`src/design/brb_pkg.sv`:
```
// shared constants, command codes and control/status bundles for the byte ring buffer
// used by brb_ctrl, brb_datapath and byte_ring_buffer_core
`timescale 1ns / 1ps

package brb_pkg;

   // store geometry
   localparam int DEPTH      = 4096;
   localparam int PTR_W      = 12;
   localparam int CNT_W      = 13;
   localparam int GAP        = 1;
   localparam int MAX_RUN    = 64;
   localparam int RUN_W      = 7;
   localparam int SUM_W      = 14;
   localparam int MOD_STEPS  = 14;
   localparam int MODCNT_W   = 4;
   localparam int BYTE_W     = 8;
   localparam int CMD_W      = 3;

   // ring length limits and reset value
   localparam logic [CNT_W-1:0] RING_MIN   = 13'd2;
   localparam logic [CNT_W-1:0] RING_MAX   = 13'd4096;
   localparam logic [CNT_W-1:0] RESET_SIZE = 13'd4096;

   // configuration port
   localparam int CSR_ADDR_W = 3;
   localparam int CSR_DATA_W = 32;
   localparam logic REG_BUFFER_SIZE = 1'b0;

   // command codes
   typedef enum logic [CMD_W-1:0] {
      CMD_HEADER     = 3'd0,
      CMD_DATA       = 3'd1,
      CMD_DEQUEUE    = 3'd2,
      CMD_PEEK       = 3'd3,
      CMD_MOVE_FRONT = 3'd4,
      CMD_MOVE_REAR  = 3'd5,
      CMD_CLEAR      = 3'd6
   } cmd_type;

   // controller to datapath commands
   typedef struct packed {
      logic load_item;
      logic exec;
      logic mod_step;
      logic rd_issue;
      logic out_status;
      logic out_byte;
   } ctl_type;

   // datapath to controller status
   typedef struct packed {
      logic [CMD_W-1:0] cmd;
      logic             run_zero;
      logic             run_last;
      logic             mod_last;
   } sts_type;

endpackage

```
`src/design/brb_ctrl.sv`:
```
// sequencing state machine for the byte ring buffer
// depends on brb_pkg; drives brb_datapath through ctl_type, reads sts_type
`timescale 1ns / 1ps

module brb_ctrl (
   input  logic             clock,
   input  logic             reset,
   input  logic             req_tvalid,
   output logic             req_tready,
   output logic             rsp_tvalid,
   input  logic             rsp_tready,
   input  brb_pkg::sts_type sts,
   output brb_pkg::ctl_type ctl
);

   typedef enum logic [2:0] {
      ST_IDLE,
      ST_EXEC,
      ST_MOD,
      ST_EMIT,
      ST_RD,
      ST_RDW
   } state_type;

   state_type state_ff, state_in;
   logic      out_valid_ff, out_valid_in;
   logic      slot_free;
   logic      accept;
   brb_pkg::cmd_type cmd;

   assign cmd        = brb_pkg::cmd_type'(sts.cmd);
   assign slot_free  = !out_valid_ff || rsp_tready;
   assign req_tready = (state_ff == ST_IDLE);
   assign accept     = req_tvalid && req_tready;
   assign rsp_tvalid = out_valid_ff;

   // next state and datapath commands
   always_comb begin
      state_in = state_ff;
      ctl      = '0;
      unique case (state_ff)
         ST_IDLE: begin
            if (accept) begin
               ctl.load_item = 1'b1;
               state_in      = ST_EXEC;
            end
         end
         ST_EXEC: begin
            ctl.exec = 1'b1;
            unique case (cmd)
               brb_pkg::CMD_MOVE_FRONT, brb_pkg::CMD_MOVE_REAR: state_in = ST_MOD;
               brb_pkg::CMD_DEQUEUE, brb_pkg::CMD_PEEK: begin
                  state_in = sts.run_zero ? ST_EMIT : ST_RD;
               end
               default: state_in = ST_EMIT;
            endcase
         end
         ST_MOD: begin
            ctl.mod_step = 1'b1;
            if (sts.mod_last) begin
               state_in = ST_EMIT;
            end
         end
         ST_EMIT: begin
            if (slot_free) begin
               ctl.out_status = 1'b1;
               state_in       = ST_IDLE;
            end
         end
         ST_RD: begin
            ctl.rd_issue = 1'b1;
            state_in     = ST_RDW;
         end
         ST_RDW: begin
            if (slot_free) begin
               ctl.out_byte = 1'b1;
               state_in     = sts.run_last ? ST_IDLE : ST_RD;
            end
         end
         default: state_in = ST_IDLE;
      endcase
   end

   // output word valid flag
   always_comb begin
      out_valid_in = out_valid_ff;
      if (ctl.out_status || ctl.out_byte) begin
         out_valid_in = 1'b1;
      end else if (rsp_tready) begin
         out_valid_in = 1'b0;
      end
   end

   // state and registered outputs
   always_ff @(posedge clock) begin
      if (reset) begin
         state_ff     <= ST_IDLE;
         out_valid_ff <= 1'b0;
      end else begin
         state_ff     <= state_in;
         out_valid_ff <= out_valid_in;
      end
   end

endmodule

```
`config.mk`:
```
export PLATFORM = sky130hd
export DESIGN_NAME = brb_ctrl
export DESIGN_NICKNAME = d
export VERILOG_FILES = /design/src/design/brb_pkg.sv /design/src/design/brb_ctrl.sv
export SDC_FILE = /design/constraint.sdc
export NUM_CORES = 1
export LEC_CHECK = 0
export ABC_AREA = 1
export BUFFER_PORTS_ARGS = -buffer_cell sky130_fd_sc_hd__buf_2
export CAP_MARGIN = 15
export CORE_AREA = 2 2 39 41
export CTS_CLUSTER_DIAMETER = 40
export DETAILED_ROUTE_END_ITERATION = 8
export DIE_AREA = 0 0 41 43
export PLACE_DENSITY = 0.62
export SLEW_MARGIN = 20
export SYNTH_ARGS = -nofsm -noshare
export SYNTH_HDL_FRONTEND = slang
export SYNTH_SLANG_ARGS = --single-unit
```
`constraint.sdc`:
```
create_clock -name clock -period 1.3 [get_ports clock]
set_input_delay 0 -clock clock [delete_from_list [all_inputs] [get_ports clock]]
set_output_delay 0 -clock clock [all_outputs]
set_load 0.005 [all_outputs]
```
# Word-level counts from Yosys, hierarchy flattened
# Index checks and enable logic that the tools add are counted.
[classes] add_sub_neg=0 n_mul=0 div_mod_pow=0 n_lt_le_gt_ge=0 eq_ne=13 shifts=0 n_mux=18 bitwise=0 reduce_logical=9
[ops] operator="two-way mux 3 bit" n=6
[ops] operator="case mux 3 bit (6 select lines)" n=1
[ops] operator="== test 3 x 2 -> 1 bit, second input constant" n=4
[ops] operator="== test 3 bit, second input constant" n=4
[ops] operator="two-way mux 1 bit" n=10
[ops] operator="inequality test 2 bit, second input constant" n=3
[ops] operator="case mux 3 bit (2 select lines)" n=1
[ops] operator="AND reduction 4 bit" n=1
[ops] operator="OR reduction 2 bit" n=2
[ops] operator="== test 3 x 1 -> 1 bit, second input constant" n=1
[ops] operator="zero test 3 bit" n=1
[ops] operator="logical OR 1 bit" n=2
[ops] operator="inequality test 2 x 1 -> 1 bit, second input constant" n=1
[ops] operator="nonzero test 2 bit" n=1
[ops] operator="logical AND 1 bit" n=1
[ops] operator="zero test 1 bit" n=1
[totals] regBits=4 latch_bits=0 mem_bits_rw=0 romBits=0 word_cells=42 memories=0

# Longest topological paths before layout
# Gate-level depths: netlist of run 1.
[logic_depth] depth_word=6 mapped_depth=8 mapped_depth_nobuf=8

# Least setup slack after synthesis of run 1
# Ideal clock, no wire load.
[synth_timing] path_type="register to register" from="register out_valid_ff, in the netlist rsp_tvalid" to="register state_ff[1]" setup_ns=0.070 t_arrival_ns=0.961 t_required_ns=1.230 setup_slack_ns=0.270 path_stages_with_launch=7 synth_period_minus_slack_ns=1.030 cell_sequence="dfxtp_1 -> inv_1 -> nor2_1 -> nand2_1 -> nand2_1 -> nand2_1 -> a21oi_1"
[synth_between] elab_chain_cells=4
[synth_lines] item="start: declaration" line="brb_ctrl.sv:26" text="logic out_valid_ff, out_valid_in;"
[synth_lines] item="start signal: assignment" line="brb_ctrl.sv:101" text="out_valid_ff <= out_valid_in;"
[synth_lines] item="zero test 1 bit *" line="brb_ctrl.sv:32" text="assign slot_free = !out_valid_ff || rsp_tready;"
[synth_lines] item="logical OR 1 bit *" line="brb_ctrl.sv:32"
[synth_lines] item="inequality test 2 bit (no source line)"
[synth_lines] item="AND reduction 4 bit (no source line) *"
[synth_lines] item="end signal: assignment" line="brb_ctrl.sv:100" text="state_ff <= state_in;"
[synth_lines] item="end: declaration" line="brb_ctrl.sv:25" text="state_type state_ff, state_in;"
# Mark *: on every way between the ends. The rest lies on a longest branch, timed or not.
# A chain may end at the register's enable or synchronous reset.

==> results of run 1 <==
-- layer usage --
metal	GRT usage (%)	vias to the layer above	wire (um)
li1	-	233	-
met1	13.1	173	378
met2	13.8	12	318
met3	1.57	2	47
met4	6.00	0	17
met5	0	-	0
-- final timing paths --
path               start     endpoint  slack, ps  cells after the start
min           rsp_tready  state_ff[0]        110                      4
min reg2reg  state_ff[0]  state_ff[2]        580                      2
max          state_ff[2]       ctl[5]        140                      4
max reg2reg  state_ff[2]  state_ff[0]        150                      6
-- synthesized netlist by cell type, drive strengths merged --
| cell type | count | area, sq um |
|---|---|---|
| clkinv | 1 | 5.00 |
| nor2 | 9 | 33.8 |
| nand3 | 7 | 40.0 |
| ha | 2 | 25.0 |
| buf | 1 | 11.3 |
| a21oi | 4 | 23.8 |
| nand4 | 2 | 12.5 |
| o21bai | 1 | 7.51 |
| o21ai | 2 | 10.0 |
| nand2 | 13 | 51.3 |
| dfxtp | 4 | 80.1 |
| inv | 13 | 48.8 |
| nor3 | 2 | 15.0 |
-- through the flow --
stage / instances / hold slack (ps) / total power [mW]
CTS: 98 / 110 / 0.460
global placement: 94 / 210 / 0.301
global route: 98 / 108 / 0.498
finish: 98 / 110 / 0.455
detailed placement: 94 / 214 / 0.302
floorplan: 61 / 69.1 / 0.251
-- what timing repair did --
| action | CTS | global route |
|---|---|---|
| hold endpoints to repair | 3 | 0 |
| resized for setup | 0 | 1 |
| endpoints found under the setup margin | 0 | 1 |
| hold buffers | 1 | 0 |
-- flip-flops by register name (all words and copies together), names as in the netlist --
name        flops
rsp_tvalid      1
state_ff        3
-- final cells by class --
class | count | area [sq um] | area share, %
repair buffers | 19 | 105 | 20.9
clock buffers | 3 | 22.5 | 4.48
multi-input cells | 42 | 221 | 44.0
well taps | 16 | 20.0 | 3.98
flip-flops and latches | 4 | 80.1 | 15.9
inverters | 14 | 53.8 | 10.7
-- worst reg2reg max path, stage by stage, from the launching register on --
cell	delay, ps
dfxtp_1	450
inv_1	90
nand3_1	110
nand2_2	90
nand2_1	110
nand4_1	110
a21oi_1	120
-- cells by family (layout without fill, tap and decap cells) --
family,count (synthesis),after routing,share of synthesized area (%)
AOI/OAI and AO/OA,7,7,11.3
adders and majority gates,2,2,6.87
buffers and inverters,15,36,17.9
DFF,4,4,22.0
and+or+nand+nor,33,33,41.9
-- power groups by stage --
stage	sequential [mW]	combinational, mW	clock [mW]
finish	0.151	0.152	0.151
global placement	0.152	0.149	0
detailed placement	0.152	0.150	0
global route	0.152	0.173	0.173
floorplan	0.145	0.105	0
CTS	0.150	0.153	0.156
==> impl_metrics.tcl, run 1 <==
set metrics [dict create \
    die-area_sq_mm 0.00176 \
    cpMaxStageDelayCell "dfxtp_1" \
    cts_buffers 3 \
    n_antenna_cell 0 \
    fmax_ghz 0.863 \
    drtAntennaViolNets 0 \
    post-route-util_pct 36.3 \
    design_area_sq_um 503 \
    p_seq_share_pct 33.2 \
    clkSinkCount 4 \
    cp-end-kind "output pin" \
    p_per_area_mw_per_mm2 904 \
    core_area_sq_mm 0.00138 \
    post_cts_buffers 0 \
    antenna_found_initial 0 \
    clock_skew_ps 0.170 \
    synth_cell_type_count 17 \
    hold_viol 0 \
    synth_fp_nets 73 \
    cts_tree "yes" \
    syn_inst 61 \
    grt_pass1_vias 332 \
    setup_ws_ps 141 \
    routabilityCongestion 0.751 \
    setup_viol 0 \
    htree_levels 1 \
    slew_viol_final 0 \
    max_stage_delay_ps 370 \
    start_util_pct 26.3 \
    cts_max_path_buffers 2 \
    overflow 0 \
    drt-initial-drc-count 0 \
    row_count 14 \
    ys_ff_latch 4 \
    p_switching_mw 0.149 \
    p_clk_share_pct 33.3 \
    globalRouteTotalUtil_pct 9.73 \
    placed_cell_area_sq_um 468 \
    crit_required_ps 1300 \
    worst-setup-path-type "reg -> out" \
    arrival_ps 1160 \
    layout_common_cells "buf_2, inv_1, nand2_1" \
    routed_wl_um 760 \
    post-place-ws_ps 169 \
    path_cells "nor2_2 > inv_1 > nor3_1 > buf_2" \
    hpwlAfterDp_um 620 \
    yosysWarningCount 0 \
    crit_family "flip-flops" \
    cap_violations 0 \
    hp-class "in -> reg" \
    critPathLaunchType "flop" \
    netlist_area_sq_um 364 \
    period_needed_ps 1160 \
    worstMarginPinSlew_ps 255 \
    layout-drive-gt1-share_pct 32.9 \
    cp_max_fo 6 \
    finalSetupTns_ps 0 \
    relSlewSlack_pct 83.0 \
    combPwrFrac_pct 33.5 \
    clock_latency_ps 230 \
    yosysSeqAreaShare_pct 22.0 \
    status "completed" \
    final_common_cell "buf_2" \
    avgSynthCellArea_sq_um 5.97 \
    die_h_um 43 \
    worst-path-buf-inv 2 \
    first_pass_iters 1 \
    grt_pass1_wl_um 1190 \
    wl_per_cell_um 7.76 \
    ir_drop_mv 0.315 \
    path_clk_slew_ps 40 \
    leakage_nw 0.304 \
    ctsRootBufferMaster "clkbuf_4" \
    area_delta_synth_final_pct 38.1 \
    nets 96 \
    via_per_inst 4.29 \
    p_int_mw 0.306 \
    ios 18 \
    remaining_drc_errors 0 \
    switching_share_pct 32.7 \
    min_period_over_period_pct 89.2 \
    vias 420 \
    rsz0062_at_grt "false" \
    port_buffers 16 \
    die_w_um 41 \
    grt_max_degree 7 \
    num-fill-cells 164 \
]
Power figures use the tool's default switching activity.
==> run 2: changes to the inputs <==
--- a/config.mk
+++ b/config.mk
@@ -12,7 +12,7 @@
 export CTS_CLUSTER_DIAMETER = 40
 export DETAILED_ROUTE_END_ITERATION = 8
 export DIE_AREA = 0 0 41 43
-export PLACE_DENSITY = 0.62
+export PLACE_DENSITY = 0.61
 export SLEW_MARGIN = 20
 export SYNTH_ARGS = -nofsm -noshare
 export SYNTH_HDL_FRONTEND = slang
==> run 2 against run 1 <==
Highest routed layer is now met3. Die area unchanged. Via count up 0.71%. Worst hold slack better by 2.5 ps. Clock power about the same. Critical endpoint is now state_ff[0]. Final area unchanged. Largest cell class unchanged. First-iteration DRC count up 4. Critical path depth up 2. Largest power group is now clock. Setup slack better by 7.2 ps.
==> impl_metrics.tcl, run 2 (synthesis results as in run 1) <==
set metrics [dict create \
    n_antenna_cell 0 \
    p_per_area_mw_per_mm2 905 \
    slew_viol_final 0 \
    r2r_slack_ps 150 \
    relSlewSlack_pct 83.7 \
    die_w_um 41 \
    cp-end-kind "flop" \
    regArea_sq_um 80.1 \
    min_period_over_period_pct 88.6 \
    port_buffers 16 \
    dp.cells 94 \
    post_cts_buffers 0 \
    hold_viol 0 \
    worstSetupStartpoint "state_ff[2]" \
    clock_skew_ps 3.35 \
    path_cells "inv_1 > nand3_1 > nand2_2 > nand2_1 > nand4_1 > a21oi_1" \
    hpwlAfterDp_um 627 \
    cp_max_fo 6 \
    clock_latency_ps 230 \
    routed_wl_um 764 \
    post-route-util_pct 36.3 \
    leakage_nw 0.304 \
    status "completed" \
    layout-drive-gt1-share_pct 32.9 \
    cts_buffers 3 \
    top_register "state_ff" \
    cts_tree "yes" \
    ios 18 \
    largest_register_ffs 3 \
    path_clk_slew_ps 40 \
    max_stage_delay_ps 440 \
    setup_viol 0 \
    vias 423 \
    fin_cells 98 \
    arrival_ps 1320 \
    grt_pass1_wl_um 1140 \
    drt-initial-drc-count 4 \
    p_int_mw 0.306 \
    finalSetupTns_ps 0 \
    htree_levels 1 \
    switching_share_pct 32.8 \
    rsz0062_at_grt "false" \
    p_seq_share_pct 33.0 \
    cap_violations 0 \
    first_pass_iters 2 \
    core_area_sq_mm 0.00138 \
    die-area_sq_mm 0.00176 \
    design_area_sq_um 503 \
    row_count 14 \
    wl_per_cell_um 7.80 \
    overflow 0 \
    p_clk_share_pct 33.5 \
    multiInputGateArea_sq_um 221 \
    p_switching_mw 0.149 \
    routabilityCongestion 0.753 \
    critPathLaunchType "flop" \
    die_h_um 43 \
    placed_cell_area_sq_um 468 \
    layout_common_cells "buf_2, inv_1, nand2_1" \
    holdCritStartpoint "rsp_tready" \
    nets 96 \
    grt_pass1_vias 328 \
    area_delta_synth_final_pct 38.1 \
    num-fill-cells 167 \
    final_common_cell "buf_2" \
    crit_required_ps 1460 \
    start_util_pct 26.3 \
    cts_max_path_buffers 2 \
    p_total_mw 0.455 \
    worst-setup-path-type "reg -> reg" \
    combPwrFrac_pct 33.4 \
    period_needed_ps 1150 \
    cpMaxStageDelayCell "dfxtp_1" \
    remaining_drc_errors 0 \
    hp-class "in -> reg" \
    ctsRootBufferMaster "clkbuf_4" \
    r2r_start "state_ff[2]" \
    worstMarginPinSlew_ps 244 \
    antenna_found_initial 0 \
    ir_drop_mv 0.359 \
    globalRouteTotalUtil_pct 9.43 \
    fmax_ghz 0.868 \
    drtAntennaViolNets 0 \
    grt_max_degree 7 \
    via_per_inst 4.32 \
    clkSinkCount 4 \
]
-- run 2: cell counts in the layout (fill, tap and decap cells not counted) --
Identical to the previous run, type by type.
-- run 2: cell type report --
| type | count | share of cell area, % |
|---|---|---|
| multi-input cells | 42 | 44.0 |
| repair buffers | 19 | 20.9 |
| flip-flops and latches | 4 | 15.9 |
| inverters | 14 | 10.7 |
| clock buffers | 3 | 4.48 |
| well taps | 16 | 3.98 |
-- run 2: stage by stage --
step | setup WS (ps) | hold slack (ps)
6_report | 148 | 113
5_1_grt | 45.9 | 109
4_1_cts | 107 | 103
3_5_place_dp | 174 | 209
3_3_place_gp | 165 | 211
2_1_floorplan | 270 | 69.1
-- run 2: per-layer routing --
layer	GRT usage [%]	wire length, um
met1	12.8	352
met2	12.2	333
met3	6.28	78
met4	2.00	0
met5	0	0
-- run 2: path summary, 6_finish.rpt --
check / cells after the start / to
worst max-delay path: 6 / state_ff[0]
worst min-delay path: 4 / state_ff[0]
worst max register to register: 6 / state_ff[0]
worst min register to register: 2 / state_ff[2]
-- run 2: worst max-delay path, delay by kind of cell (launching register included) --
family	cells	cell delay, ps
DFF	1	440
AOI/OAI and AO/OA	1	120
buffers and inverters	1	90
and+or+nand+nor	4	430
-- run 2: timing repair --
| action | in CTS | in global routing |
|---|---|---|
| resized for setup | 0 | 1 |
| endpoints found under the setup margin | 0 | 1 |
| hold buffers | 1 | 0 |
| endpoints found under the hold margin | 3 | 0 |
-- run 2: power groups by stage --
stage	registers (mW)	clock network (mW)	logic, mW
finish	0.150	0.153	0.152
floorplan	0.145	0	0.105
global placement	0.152	0	0.150
CTS	0.149	0.163	0.154
global route	0.152	0.170	0.173
detailed placement	0.151	0	0.150
==> run 3: changes to the inputs <==
--- a/config.mk
+++ b/config.mk
@@ -8,10 +8,10 @@
 export ABC_AREA = 1
 export BUFFER_PORTS_ARGS = -buffer_cell sky130_fd_sc_hd__buf_2
 export CAP_MARGIN = 15
-export CORE_AREA = 2 2 39 41
+export CORE_AREA = 3 3 40 42
 export CTS_CLUSTER_DIAMETER = 40
 export DETAILED_ROUTE_END_ITERATION = 8
-export DIE_AREA = 0 0 41 43
+export DIE_AREA = 0 0 43 45
 export PLACE_DENSITY = 0.61
 export SLEW_MARGIN = 20
 export SYNTH_ARGS = -nofsm -noshare
==> run 3 against run 2 <==
Wire length up 6.4%. Largest cell class unchanged. Die area up 9.8%. Via count up 0.24%.
==> impl_metrics.tcl, run 3 (synthesis results as in run 1) <==
set metrics [dict create \
    clock_latency_ps 230 \
    globalRouteTotalUtil_pct 9.15 \
    ir_drop_mv 0.289 \
    min_period_over_period_pct 89.9 \
    design_area_sq_um 502 \
    path_clk_slew_ps 40 \
    overflow 0 \
    leakage_nw 0.304 \
    cap_violations 0 \
    routabilityCongestion 0.743 \
    clock_skew_ps 5.33 \
    hp-class "in -> reg" \
    largest_register_ffs 3 \
    placed_cell_area_sq_um 467 \
    cts_buffers 3 \
    num-fill-cells 137 \
    p_per_area_mw_per_mm2 904 \
    cp_max_fo 6 \
    fmax_ghz 0.856 \
    rsz0062_at_grt "false" \
    final_common_cell "buf_2" \
    die_w_um 43 \
    worstMarginPinSlew_ps 247 \
    setup_viol 0 \
    n_antenna_cell 0 \
    drt-initial-drc-count 9 \
    ctsRootBufferMaster "clkbuf_4" \
    critPathLaunchType "flop" \
    top_register "state_ff" \
    relSlewSlack_pct 83.5 \
    finalSetupTns_ps 0 \
    nets 96 \
    core_area_sq_mm 0.00128 \
    grt_max_degree 7 \
    area_delta_synth_final_pct 37.8 \
    clkSinkCount 4 \
    cp-end-kind "flop" \
    cts_tree "yes" \
    row_count 13 \
    period_needed_ps 1170 \
    routed_wl_um 813 \
    p_total_mw 0.453 \
    first_pass_iters 3 \
    layout-drive-gt1-share_pct 32.9 \
    wl_per_cell_um 8.38 \
    vias 424 \
    cts_max_path_buffers 2 \
    hpwlAfterDp_um 667 \
    via_per_inst 4.37 \
    crit_required_ps 1460 \
    slew_viol_final 0 \
    antenna_found_initial 0 \
    layout_common_cells "buf_2, inv_1, nand2_1" \
    worstSetupStartpoint "state_ff[2]" \
    post_cts_buffers 0 \
    die_h_um 45 \
    die-area_sq_mm 0.00194 \
    hold_viol 0 \
    grt_pass1_vias 356 \
    start_util_pct 28.3 \
    drtAntennaViolNets 0 \
    htree_levels 1 \
    worst-setup-path-type "reg -> reg" \
    r2r_start "state_ff[2]" \
    ios 18 \
    arrival_ps 1330 \
    status "completed" \
    remaining_drc_errors 0 \
    port_buffers 16 \
    grt_pass1_wl_um 1330 \
    holdCritStartpoint "rsp_tready" \
]
==> run 3: cell counts in the layout (fill, tap and decap cells not counted) <==
No cell type changed its count.
==> run 3: final timing paths <==
check,end,slack [ps],cells past startpoint
worst max-delay path,state_ff[0],130,6
worst min-delay path,state_ff[0],120,4
worst max register to register,state_ff[0],130,6
worst min register to register,state_ff[2],580,2
==> run 3: per-stage QoR <==
| step | setup slack [ps] | hold slack (ps) | util, % | instances |
|---|---|---|---|---|
| after floorplan | 270 | 69.1 | - | 61 |
| after global placement | 176 | 210 | 36.3 | 93 |
| after detailed placement | 169 | 203 | 36.3 | 93 |
| after CTS | 99.3 | 115 | 38.9 | 97 |
| after global routing | 4.98 | 128 | 39.0 | 97 |
| final | 131 | 121 | 39.0 | 97 |
==> run 3: metal layers <==
layer | global-route usage, % | part of all wire [%]
met1 | 11.5 | 49
met2 | 14.1 | 45
met3 | 1.20 | 5.7
met4 | 7.23 | 0
met5 | 0 | 0
==> run 3: cell type report <==
| cell class | count | area [sq um] | share of cell area [%] |
|---|---|---|---|
| timing repair buffer | 19 | 105 | 20.9 |
| sequential | 4 | 80.1 | 16.0 |
| inverter | 14 | 53.8 | 10.7 |
| multi-input combinational | 42 | 221 | 44.1 |
| tap | 15 | 18.8 | 3.74 |
| clock buffer | 3 | 22.5 | 4.49 |
==> run 3: repair_timing <==
item | CTS | global route
endpoints found under the setup margin | 0 | 1
gates resized for setup | 0 | 1
hold buffers | 1 | 0
endpoints found under the hold margin | 3 | 0
==> run 3: power breakdown <==
| part | leakage (nW) | internal, mW | switching, mW | total (mW) |
|---|---|---|---|---|
| logic | 0.258 | 0.0682 | 0.0852 | 0.153 |
| registers | 0.0327 | 0.134 | 0.0165 | 0.151 |
| clock network | 0.0138 | 0.103 | 0.0462 | 0.149 |
| total | 0.304 | 0.305 | 0.148 | 0.453 |
==> run 3: worst max-delay path, stage by stage, from the launching register on <==
cell     delay, ps
dfxtp_1        450
inv_1          100
nand3_1        120
nand2_2         90
nand2_1        120
nand4_1        110
a21oi_1        120
